**config.mk**
```make
export PLATFORM = sky130hd
export DESIGN_NAME = gyro_bias_scale_shake_detect_core
export DESIGN_NICKNAME = d
export VERILOG_FILES = /design/src/rtl/core/gbsd_pkg.sv /design/src/rtl/core/gbsd_div.sv /design/src/rtl/core/gbsd_lane.sv /design/src/rtl/core/gyro_bias_scale_shake_detect_core.sv
export SDC_FILE = /design/constraint.sdc
export NUM_CORES = 2
export LEC_CHECK = 0
export ABC_AREA = 1
export BUFFER_PORTS_ARGS = -buffer_cell sky130_fd_sc_hd__buf_4
export CORE_AREA = 3 3 361 363
export CTS_CLUSTER_SIZE = 8
export DETAILED_ROUTE_END_ITERATION = 12
export DIE_AREA = 0 0 364 366
export PLACE_DENSITY_LB_ADDON = 0.05
export RECOVER_POWER = 25
export SKIP_LAST_GASP = 1
export SLEW_MARGIN = 25
export SYNTH_ARGS = -nofsm -noshare
export SYNTH_HDL_FRONTEND = slang
export SYNTH_SLANG_ARGS = --single-unit
```
**constraint.sdc**
```tcl
create_clock -name clk_i -period 7.4 [get_ports clk_i]
set_input_delay 0.37 -clock clk_i [delete_from_list [all_inputs] [get_ports clk_i]]
set_output_delay 0.37 -clock clk_i [all_outputs]
set_load 0.01 [all_outputs]
```
**src/rtl/core/gbsd_pkg.sv**
```systemverilog
`timescale 1ns / 1ps
package gbsd_pkg;

  // fixed field widths
  localparam int RawW   = 16;
  localparam int RateW  = 25;
  localparam int ConvW  = 16;
  localparam int ThrW   = 24;
  localparam int CalibW = 11;
  localparam int CfgIdxW  = 2;
  localparam int CfgDataW = 24;
  localparam int NumAxes  = 3;

  // default for the largest calibration run
  localparam int MaxCalibSamplesDef = 1024;

  // register reset values
  localparam logic [CalibW-1:0] CalibSamplesRst   = CalibW'(64);
  localparam logic [ConvW-1:0]  ConversionRateRst = ConvW'(573);
  localparam logic [ThrW-1:0]   ShakeThresholdRst = ThrW'(2560);

  // bias after reset, per axis x, y, z
  localparam logic signed [RawW-1:0] BiasRst [NumAxes] = '{
    16'sd300, -16'sd1600, 16'sd100
  };

  // configuration register indexes
  typedef enum logic [CfgIdxW-1:0] {
    CfgCalibSamples   = 2'd0,
    CfgConversionRate = 2'd1,
    CfgShakeThreshold = 2'd2
  } cfg_reg_e;

  // command codes carried in tuser
  typedef enum logic {
    CmdSample = 1'b0,
    CmdStart  = 1'b1
  } cmd_e;

  // per-cycle control from the top level to every lane
  typedef struct packed {
    logic start;      // start command accepted: clear bias and accumulator
    logic cal;        // calibration sample accepted: accumulate
    logic norm;       // normal sample accepted: load product stage
    logic div_start;  // kick off the bias division
    logic upd;        // product stage moves to output: update previous rate
  } gbsd_ctrl_t;

endpackage

```
**src/rtl/core/gbsd_div.sv**
```systemverilog
`timescale 1ns / 1ps
// signed by unsigned restoring divider, one quotient bit a cycle,
// truncates toward zero
module gbsd_div #(
  parameter int DividendW = 27,
  parameter int DivisorW  = 11
) (
  input  logic                        clk_i,
  input  logic                        rst_ni,
  input  logic                        start_i,
  input  logic signed [DividendW-1:0] dividend_i,
  input  logic        [DivisorW-1:0]  divisor_i,
  output logic                        done_o,
  output logic signed [15:0]          quot_o
);
  import gbsd_pkg::*;

  localparam int StepW = (DividendW > 1) ? $clog2(DividendW) : 1;
  localparam logic [StepW-1:0] LastStep = StepW'(DividendW - 1);

  logic                 busy_q, busy_d;
  logic                 done_q, done_d;
  logic [StepW-1:0]     step_q, step_d;
  logic [DivisorW-1:0]  rem_q, rem_d;
  logic [DivisorW-1:0]  dsr_q, dsr_d;
  logic [DividendW-1:0] quo_q, quo_d;
  logic                 neg_q, neg_d;
  logic [DivisorW:0]    trial;
  logic [DivisorW:0]    trial_sub;
  logic                 fits;
  logic [DividendW-1:0] quo_signed;

  // one restoring step
  assign trial     = {rem_q, quo_q[DividendW-1]};
  assign trial_sub = trial - {1'b0, dsr_q};
  assign fits      = (trial >= {1'b0, dsr_q});

  always_comb begin
    busy_d = busy_q;
    done_d = 1'b0;
    step_d = step_q;
    rem_d  = rem_q;
    dsr_d  = dsr_q;
    quo_d  = quo_q;
    neg_d  = neg_q;
    if (start_i) begin
      busy_d = 1'b1;
      step_d = '0;
      rem_d  = '0;
      dsr_d  = divisor_i;
      neg_d  = dividend_i[DividendW-1];
      quo_d  = dividend_i[DividendW-1] ? (~dividend_i + 1'b1) : dividend_i;
    end else if (busy_q) begin
      rem_d  = fits ? trial_sub[DivisorW-1:0] : trial[DivisorW-1:0];
      quo_d  = {quo_q[DividendW-2:0], fits};
      step_d = step_q + 1'b1;
      if (step_q == LastStep) begin
        busy_d = 1'b0;
        done_d = 1'b1;
      end
    end
  end

  always_ff @(posedge clk_i or negedge rst_ni) begin
    if (!rst_ni) begin
      busy_q <= 1'b0;
      done_q <= 1'b0;
      step_q <= '0;
    end else begin
      busy_q <= busy_d;
      done_q <= done_d;
      step_q <= step_d;
    end
  end

  always_ff @(posedge clk_i) begin
    rem_q <= rem_d;
    dsr_q <= dsr_d;
    quo_q <= quo_d;
    neg_q <= neg_d;
  end

  // restore the sign; the mean of 16-bit counts fits 16 bits
  assign quo_signed = neg_q ? (~quo_q + 1'b1) : quo_q;
  assign quot_o     = quo_signed[15:0];
  assign done_o     = done_q;

endmodule

```
**src/rtl/core/gbsd_lane.sv**
```systemverilog
`timescale 1ns / 1ps
// one axis: accumulator, bias, scaling multiply and rate change test
module gbsd_lane #(
  parameter int LaneIdx         = 0,
  parameter int MaxCalibSamples = gbsd_pkg::MaxCalibSamplesDef,
  parameter int CntW            = $clog2(MaxCalibSamples + 1)
) (
  input  logic                                clk_i,
  input  logic                                rst_ni,
  input  gbsd_pkg::gbsd_ctrl_t                ctrl_i,
  input  logic signed [gbsd_pkg::RawW-1:0]    raw_i,
  input  logic        [gbsd_pkg::ConvW-1:0]   conv_i,
  input  logic        [gbsd_pkg::ThrW-1:0]    thr_i,
  input  logic        [CntW-1:0]              divisor_i,
  output logic signed [gbsd_pkg::RateW-1:0]   rate_o,
  output logic                                shake_o,
  output logic                                div_done_o
);
  import gbsd_pkg::*;

  localparam int AccW  = CntW + RawW;
  localparam int DiffW = RawW + 1;
  localparam int ProdW = 2 * DiffW;

  logic signed [RawW-1:0]  bias_q, bias_d;
  logic signed [AccW-1:0]  acc_q, acc_d;
  logic signed [RateW-1:0] prev_q;
  logic signed [ProdW-1:0] prod_q;
  logic signed [DiffW-1:0] diff;
  logic signed [ProdW-1:0] prod_d;
  logic signed [RateW:0]   delta;
  logic        [RateW:0]   delta_abs;
  logic signed [15:0]      quot;

  // bias division at the end of calibration
  gbsd_div #(
    .DividendW(AccW),
    .DivisorW (CntW)
  ) u_div (
    .clk_i     (clk_i),
    .rst_ni    (rst_ni),
    .start_i   (ctrl_i.div_start),
    .dividend_i(acc_q),
    .divisor_i (divisor_i),
    .done_o    (div_done_o),
    .quot_o    (quot)
  );

  // bias and accumulator
  always_comb begin
    bias_d = bias_q;
    acc_d  = acc_q;
    if (ctrl_i.start) begin
      bias_d = '0;
      acc_d  = '0;
    end else if (ctrl_i.cal) begin
      acc_d = acc_q + {{(AccW-RawW){raw_i[RawW-1]}}, raw_i};
    end else if (div_done_o) begin
      bias_d = quot;
    end
  end

  always_ff @(posedge clk_i or negedge rst_ni) begin
    if (!rst_ni) begin
      bias_q <= BiasRst[LaneIdx];
      acc_q  <= '0;
      prev_q <= '0;
    end else begin
      bias_q <= bias_d;
      acc_q  <= acc_d;
      if (ctrl_i.upd) begin
        prev_q <= rate_o;
      end
    end
  end

  // product stage
  assign diff   = {raw_i[RawW-1], raw_i} - {bias_q[RawW-1], bias_q};
  assign prod_d = diff * $signed({1'b0, conv_i});

  always_ff @(posedge clk_i) begin
    if (ctrl_i.norm) begin
      prod_q <= prod_d;
    end
  end

  // floor shift by 8, then compare the change against the threshold
  assign rate_o    = prod_q[RateW+7:8];
  assign delta     = {rate_o[RateW-1], rate_o} - {prev_q[RateW-1], prev_q};
  assign delta_abs = delta[RateW] ? (~delta + 1'b1) : delta;
  assign shake_o   = (delta_abs > {{(RateW+1-ThrW){1'b0}}, thr_i});

endmodule

```
**src/rtl/core/gyro_bias_scale_shake_detect_core.sv**
```systemverilog
`timescale 1ns / 1ps
// an accepted input word passes the product stage register, then the output register
// throughput: one word per cycle while the output is ready, set by the product
// stage and output register; the calibration sample that ends a run stalls
// input while the bias divider runs
// reset: asynchronous active low; registers go to 64, 573, 2560, bias to
// 300, -1600, 100, accumulators and previous rates to zero, not calibrating
module gyro_bias_scale_shake_detect_core #(
  parameter int MaxCalibSamples = gbsd_pkg::MaxCalibSamplesDef
) (
  input  logic                              clk_i,
  input  logic                              rst_ni,
  // config write channel
  input  logic                              cfg_valid_i,
  output logic                              cfg_ready_o,
  input  logic [gbsd_pkg::CfgIdxW-1:0]      cfg_index_i,
  input  logic [gbsd_pkg::CfgDataW-1:0]     cfg_data_i,
  // input stream
  input  logic                              s_axis_tvalid,
  output logic                              s_axis_tready,
  // x_low, x_high, y_low, y_high, z_low, z_high
  input  logic [47:0]                       s_axis_tdata,
  // command
  input  logic [0:0]                        s_axis_tuser,
  // output stream
  output logic                              m_axis_tvalid,
  input  logic                              m_axis_tready,
  // rate_x, rate_y, rate_z, zero padding
  output logic [79:0]                       m_axis_tdata,
  // shake, rate_valid
  output logic [1:0]                        m_axis_tuser
);
  import gbsd_pkg::*;

  localparam int CntW = $clog2(MaxCalibSamples + 1);
  localparam int CmpW = (CntW > CalibW) ? CntW : CalibW;
  localparam logic [CmpW-1:0] MaxCmp = CmpW'(MaxCalibSamples);

  logic [CalibW-1:0] calib_samples_q;
  logic [ConvW-1:0]  conversion_rate_q;
  logic [ThrW-1:0]   shake_threshold_q;

  logic              calibrating_q;
  logic              dividing_q;
  logic              div_start_q;
  logic [CntW-1:0]   samples_taken_q;
  logic              s1_valid_q;
  logic              s1_norm_q;
  logic              out_valid_q;
  logic [NumAxes*RateW-1:0] out_rates_q;
  logic              out_shake_q;
  logic              out_rate_valid_q;

  logic              accept;
  logic              is_start;
  logic              s1_adv;
  logic              s1_move;
  logic [CntW-1:0]   cnt_next;
  logic [CmpW-1:0]   calib_ext;
  logic [CmpW-1:0]   n_eff;
  logic              cal_last;
  gbsd_ctrl_t        ctrl;

  logic signed [RawW-1:0]  raw     [NumAxes];
  logic signed [RateW-1:0] rate    [NumAxes];
  logic [NumAxes-1:0]      shake;
  logic [NumAxes-1:0]      div_done;

  // config writes are taken at any time
  assign cfg_ready_o = 1'b1;

  always_ff @(posedge clk_i or negedge rst_ni) begin
    if (!rst_ni) begin
      calib_samples_q   <= CalibSamplesRst;
      conversion_rate_q <= ConversionRateRst;
      shake_threshold_q <= ShakeThresholdRst;
    end else if (cfg_valid_i && cfg_ready_o) begin
      unique case (cfg_reg_e'(cfg_index_i))
        CfgCalibSamples:   calib_samples_q   <= cfg_data_i[CalibW-1:0];
        CfgConversionRate: conversion_rate_q <= cfg_data_i[ConvW-1:0];
        CfgShakeThreshold: shake_threshold_q <= cfg_data_i[ThrW-1:0];
        default: ;
      endcase
    end
  end

  // raw counts per axis
  assign raw[0] = s_axis_tdata[15:0];
  assign raw[1] = s_axis_tdata[31:16];
  assign raw[2] = s_axis_tdata[47:32];

  // handshake and word kind
  assign s1_adv        = !out_valid_q || m_axis_tready;
  assign s1_move       = s1_valid_q && s1_adv;
  assign s_axis_tready = !dividing_q && !div_start_q && (!s1_valid_q || s1_adv);
  assign accept        = s_axis_tvalid && s_axis_tready;
  assign is_start      = (cmd_e'(s_axis_tuser[0]) == CmdStart);

  // effective sample count, limited to 1 .. max
  assign calib_ext = CmpW'(calib_samples_q);
  assign cnt_next  = samples_taken_q + 1'b1;
  always_comb begin
    n_eff = calib_ext;
    if (calib_ext == '0) begin
      n_eff = CmpW'(1);
    end else if (calib_ext > MaxCmp) begin
      n_eff = MaxCmp;
    end
  end
  assign cal_last = (CmpW'(cnt_next) >= n_eff);

  always_comb begin
    ctrl.start     = accept && is_start;
    ctrl.cal       = accept && !is_start && calibrating_q;
    ctrl.norm      = accept && !is_start && !calibrating_q;
    ctrl.div_start = div_start_q;
    ctrl.upd       = s1_move && s1_norm_q;
  end

  // calibration sequencing
  always_ff @(posedge clk_i or negedge rst_ni) begin
    if (!rst_ni) begin
      calibrating_q   <= 1'b0;
      dividing_q      <= 1'b0;
      div_start_q     <= 1'b0;
      samples_taken_q <= '0;
    end else begin
      div_start_q <= ctrl.cal && cal_last;
      if (ctrl.start) begin
        calibrating_q   <= 1'b1;
        samples_taken_q <= '0;
      end else if (ctrl.cal) begin
        samples_taken_q <= cnt_next;
        if (cal_last) begin
          calibrating_q <= 1'b0;
          dividing_q    <= 1'b1;
        end
      end
      if (&div_done) begin
        dividing_q <= 1'b0;
      end
    end
  end

  // axis lanes
  for (genvar g = 0; g < NumAxes; g++) begin : g_lane
    gbsd_lane #(
      .LaneIdx        (g),
      .MaxCalibSamples(MaxCalibSamples),
      .CntW           (CntW)
    ) u_lane (
      .clk_i     (clk_i),
      .rst_ni    (rst_ni),
      .ctrl_i    (ctrl),
      .raw_i     (raw[g]),
      .conv_i    (conversion_rate_q),
      .thr_i     (shake_threshold_q),
      .divisor_i (samples_taken_q),
      .rate_o    (rate[g]),
      .shake_o   (shake[g]),
      .div_done_o(div_done[g])
    );
  end

  // product stage valid and kind
  always_ff @(posedge clk_i or negedge rst_ni) begin
    if (!rst_ni) begin
      s1_valid_q <= 1'b0;
      s1_norm_q  <= 1'b0;
    end else if (accept) begin
      s1_valid_q <= 1'b1;
      s1_norm_q  <= ctrl.norm;
    end else if (s1_adv) begin
      s1_valid_q <= 1'b0;
    end
  end

  // merge lanes into the output register
  always_ff @(posedge clk_i or negedge rst_ni) begin
    if (!rst_ni) begin
      out_valid_q <= 1'b0;
    end else if (s1_move) begin
      out_valid_q <= 1'b1;
    end else if (m_axis_tready) begin
      out_valid_q <= 1'b0;
    end
  end

  always_ff @(posedge clk_i) begin
    if (s1_move) begin
      if (s1_norm_q) begin
        out_rates_q      <= {rate[2], rate[1], rate[0]};
        out_shake_q      <= |shake;
        out_rate_valid_q <= 1'b1;
      end else begin
        out_rates_q      <= '0;
        out_shake_q      <= 1'b0;
        out_rate_valid_q <= 1'b0;
      end
    end
  end

  assign m_axis_tvalid = out_valid_q;
  assign m_axis_tdata  = {{(80 - NumAxes*RateW){1'b0}}, out_rates_q};
  assign m_axis_tuser  = {out_rate_valid_q, out_shake_q};

`ifndef SYNTH
  // no input is taken while the bias divider runs
  assert property (@(posedge clk_i) disable iff (!rst_ni)
    dividing_q |-> !s_axis_tready)
    else $error("input accepted during bias division");

  // the three lane dividers finish together
  assert property (@(posedge clk_i) disable iff (!rst_ni)
    (div_done == '0) || (div_done == '1))
    else $error("lane dividers out of step");

  // the last calibration sample starts the division
  assert property (@(posedge clk_i) disable iff (!rst_ni)
    (ctrl.cal && cal_last) |=> (dividing_q && div_start_q && !calibrating_q))
    else $error("division not started at end of calibration");
`endif

endmodule
```
==> run metrics <==
Worst Hold Depth=3; row cnt=131; crit-path max cell delay=580 ps; Layout area overhead=16.1%; synth warn=0; Hold Fails Final Rpt=0; Reg2Reg Capture Point=g_lane[1].u_lane.prod_q[32]; flop2flop setup slack=-20 ps; Vias=61,900; slowest CP cell=fa_2; initial DRC count=5,036; max_slew headroom=-127%; Worst EP required=around 8000 ps; max-slew violations=276; Post-synth EDFFs=247; worst min path class=in -> reg; Critical Path Fanout Max=3; first-pass detailed-route iteration total=6; status=finished with violations; Top FF cell, synth=dfrtp_1; number of buffers created by CTS=84; clock sinks=roughly 570; CP startpoint=g_lane[1].u_lane.bias_q[0]; vias in the first global route=just over 60,000; Cells after Synth=approximately 9,000; I/O Pins=~170; Crit Path Class=reg -> reg; initial antenna violation count=6; CTS Buffer Depth=3; Die Area=around 130,000 um2; Final ANT Viol Nets=0; share of the synthesized area in the top cell type=22.5%; Starting Density=56.0%; Critical Path End Type=register; CTS HTree Levels=3; clk root buf=clkbuf_16; ys async rst share=between 50% and 60%; highest clock rate=135 MHz; MaxCap Viol Count=5; RSZ-0062 raised after global routing=yes; failing checks=max-capacitance violations, max-slew violations, negative setup slack; DRC violation count after routing=0; mapped cell area=71,300 um2; post-route cell area=82,800 um2; share of post-route cells with drive strength above 1=between 15 and 20%; CTS tree=yes; leading post-synthesis cells by cell area=fa_1 (22%), edfxtp_1 (10%), ha_1 (10%), inv_1 (9.9%), dfrtp_1 (9.4%); fin util=between 60% and 70%; Crit path arrival time=7860 ps; Seq/Total Area, Yosys=between 20 and 25%; multi-input logic area=49,700 um2; Final WS setup=-24.8 ps; Distinct cells, synth=between 70 and 80; routability cong.=0.959; DP Area=77,600 um2; GRT Total Usage=32.8%; first-pass GRT wire length=approximately 340 mm; CP startpoint kind=register; most used cell along the critical path=fa_1; NumNets Final=approximately 11,000; actual slew at the worst max-slew pin=3410 ps; fin crit share=100%; clock transition at the registers of the reported paths=50 ps; vias per inst=around 5.5; # fillers=11,200; cell accounting for the most synthesized area=fa_1; fin cells=11,300; core box area=127,000 um2; Final Critical Period=~7400 ps; port bufs=158; FF+latch count, synth=573; R2R depth=35; grt ovf=0; Mapped Avg Cell Area=7.95 um2; Hold Crit Endpoint=conversion_rate_q[15]; Cells after DPL=~11,000; Worst Skew=39.5 ps; Detailed Route WL=about 220 mm; DP HPWL=176 mm; largest net degree at the start of global routing=about 120; FF+latch area=about 15,000 um2; Worst-Skew Late Latency=700 ps; die width=364 um; Hold Crit Start=cfg_data_i[15]; chip height=366 um; setup violators final=2; routed len/inst=between 15 and 20 um; RR Startpoint=g_lane[1].u_lane.bias_q[0]
==> cell type report <==
type                       instances  area share, %
clock inverter                     6          0.128
sequential                       573           18.7
inverter                        1928           8.76
clock buffer                     150           2.99
tap                             1662           2.51
antenna                            1        0.00302
multi-input combinational       6251           60.1
timing repair buffer             721           6.88
==> worst max-delay path: cells and delay by family (launching register included) <==
| kind | cells | cell delay, ps |
|---|---|---|
| AND/OR/NAND/NOR | 10 | 1160 |
| AO/OA/AOI/OAI | 9 | 1030 |
| buffers and inverters | 6 | 500 |
| adder cells (fa/ha/maj) | 9 | 3930 |
| flip-flops | 1 | 380 |
| XOR/XNOR | 1 | 140 |
==> Yosys cell counts, drive strengths merged (16+ instances only) <==
cell       n
a21o      25
a21oi    460
a31oi     26
a32o      16
buf       55
clkbuf   156
clkinv    30
dfrtp    269
dfstp     24
dfxtp     33
edfxtp   247
fa       800
ha       589
inv     1898
mux2      72
nand2   1689
nand3    284
nand3b    22
nand4     80
nor2     909
nor3      79
nor4      28
o21ai    443
o21bai    20
o22ai    106
o31ai     18
or2       71
xnor2    117
xor2     299
==> routing by layer <==
metal	wire length [um]	vias to the layer above	GRT usage (%)	share of wire [%]
met5	31	-	0	0.014
met4	9500	4	12.1	4.3
met3	16600	476	5.19	7.6
met2	97800	2214	51.8	45
met1	94600	30100	45.8	43
li1	-	29200	-	-
==> what timing repair did <==
action | in CTS | in global routing
cloned | 0 | 1
pin swaps | 30 | 191
setup buffers | 14 | 34
endpoints found under the hold margin | 65 | 0
endpoints found under the setup margin | 33 | 55
hold buffers | 14 | 0
resized for setup | 71 | 449
==> how the worst max path moves through the flow <==
stage	endpoint
floorplan	g_lane[1].u_lane.prod_q[32]
global placement	g_lane[0].u_lane.prod_q[30]
detailed placement	g_lane[0].u_lane.prod_q[30]
CTS	g_lane[0].u_lane.prod_q[30]
global route	g_lane[1].u_lane.prod_q[32]
finish	g_lane[1].u_lane.prod_q[32]
==> cells by family after synthesis <==
family	after synthesis	share of synthesized area, %
buffers and inverters	2139	11.4
and+or+nand+nor	3175	18.5
other	2	0.0105
adders and majority gates	1389	32.8
xor gates and xnor gates	416	5.17
muxes	72	1.14
AOI/OAI and AO/OA	1193	9.37
DFF	573	21.7
==> stage by stage <==
step | TNS [ps] | hold slack (ps) | worst slack, ps
2_1_floorplan | 0 | 74.4 | 25.5
3_3_place_gp | -5580 | 339 | -315
3_5_place_dp | -9280 | 328 | -383
4_1_cts | -21.7 | 15.6 | -11.1
5_1_grt | -5220 | 54.8 | -293
6_report | -35.7 | 71.3 | -24.8
==> flip-flops by register name (all words and copies together) (netlist names) <==
register,count
calib_ext,11
calibrating_q,1
conversion_rate_q,16
div_start_q,1
dividing_q,1
g_lane.u_lane.acc_q,81
g_lane.u_lane.bias_q,48
g_lane.u_lane.prev_q,75
g_lane.u_lane.prod_q,75
g_lane.u_lane.u_div.busy_q,3
g_lane.u_lane.u_div.done_o,3
g_lane.u_lane.u_div.dsr_q,11
g_lane.u_lane.u_div.neg_q,3
g_lane.u_lane.u_div.quo_q,81
g_lane.u_lane.u_div.rem_q,33
g_lane.u_lane.u_div.step_q,15
m_axis_tvalid,1
out_rate_valid_q,1
out_rates_q,75
out_shake_q,1
s1_norm_q,1
s1_valid_q,1
samples_taken_q,11
shake_threshold_q,24
==> layout by cell type (no fill, tap or decap), drive strengths merged, types with 269 or more instances in the layout <==
| master | count |
|---|---|
| nand2 | 1689 |
| inv | 1903 |
| xor2 | 299 |
| nand3 | 284 |
| nor2 | 909 |
| buf | 700 |
| a21oi | 460 |
| ha | 589 |
| dfrtp | 269 |
| o21ai | 443 |
| fa | 800 |
Power is not shown: default switching activity piles up to over one toggle a cycle in this logic, so the estimate is an artifact.
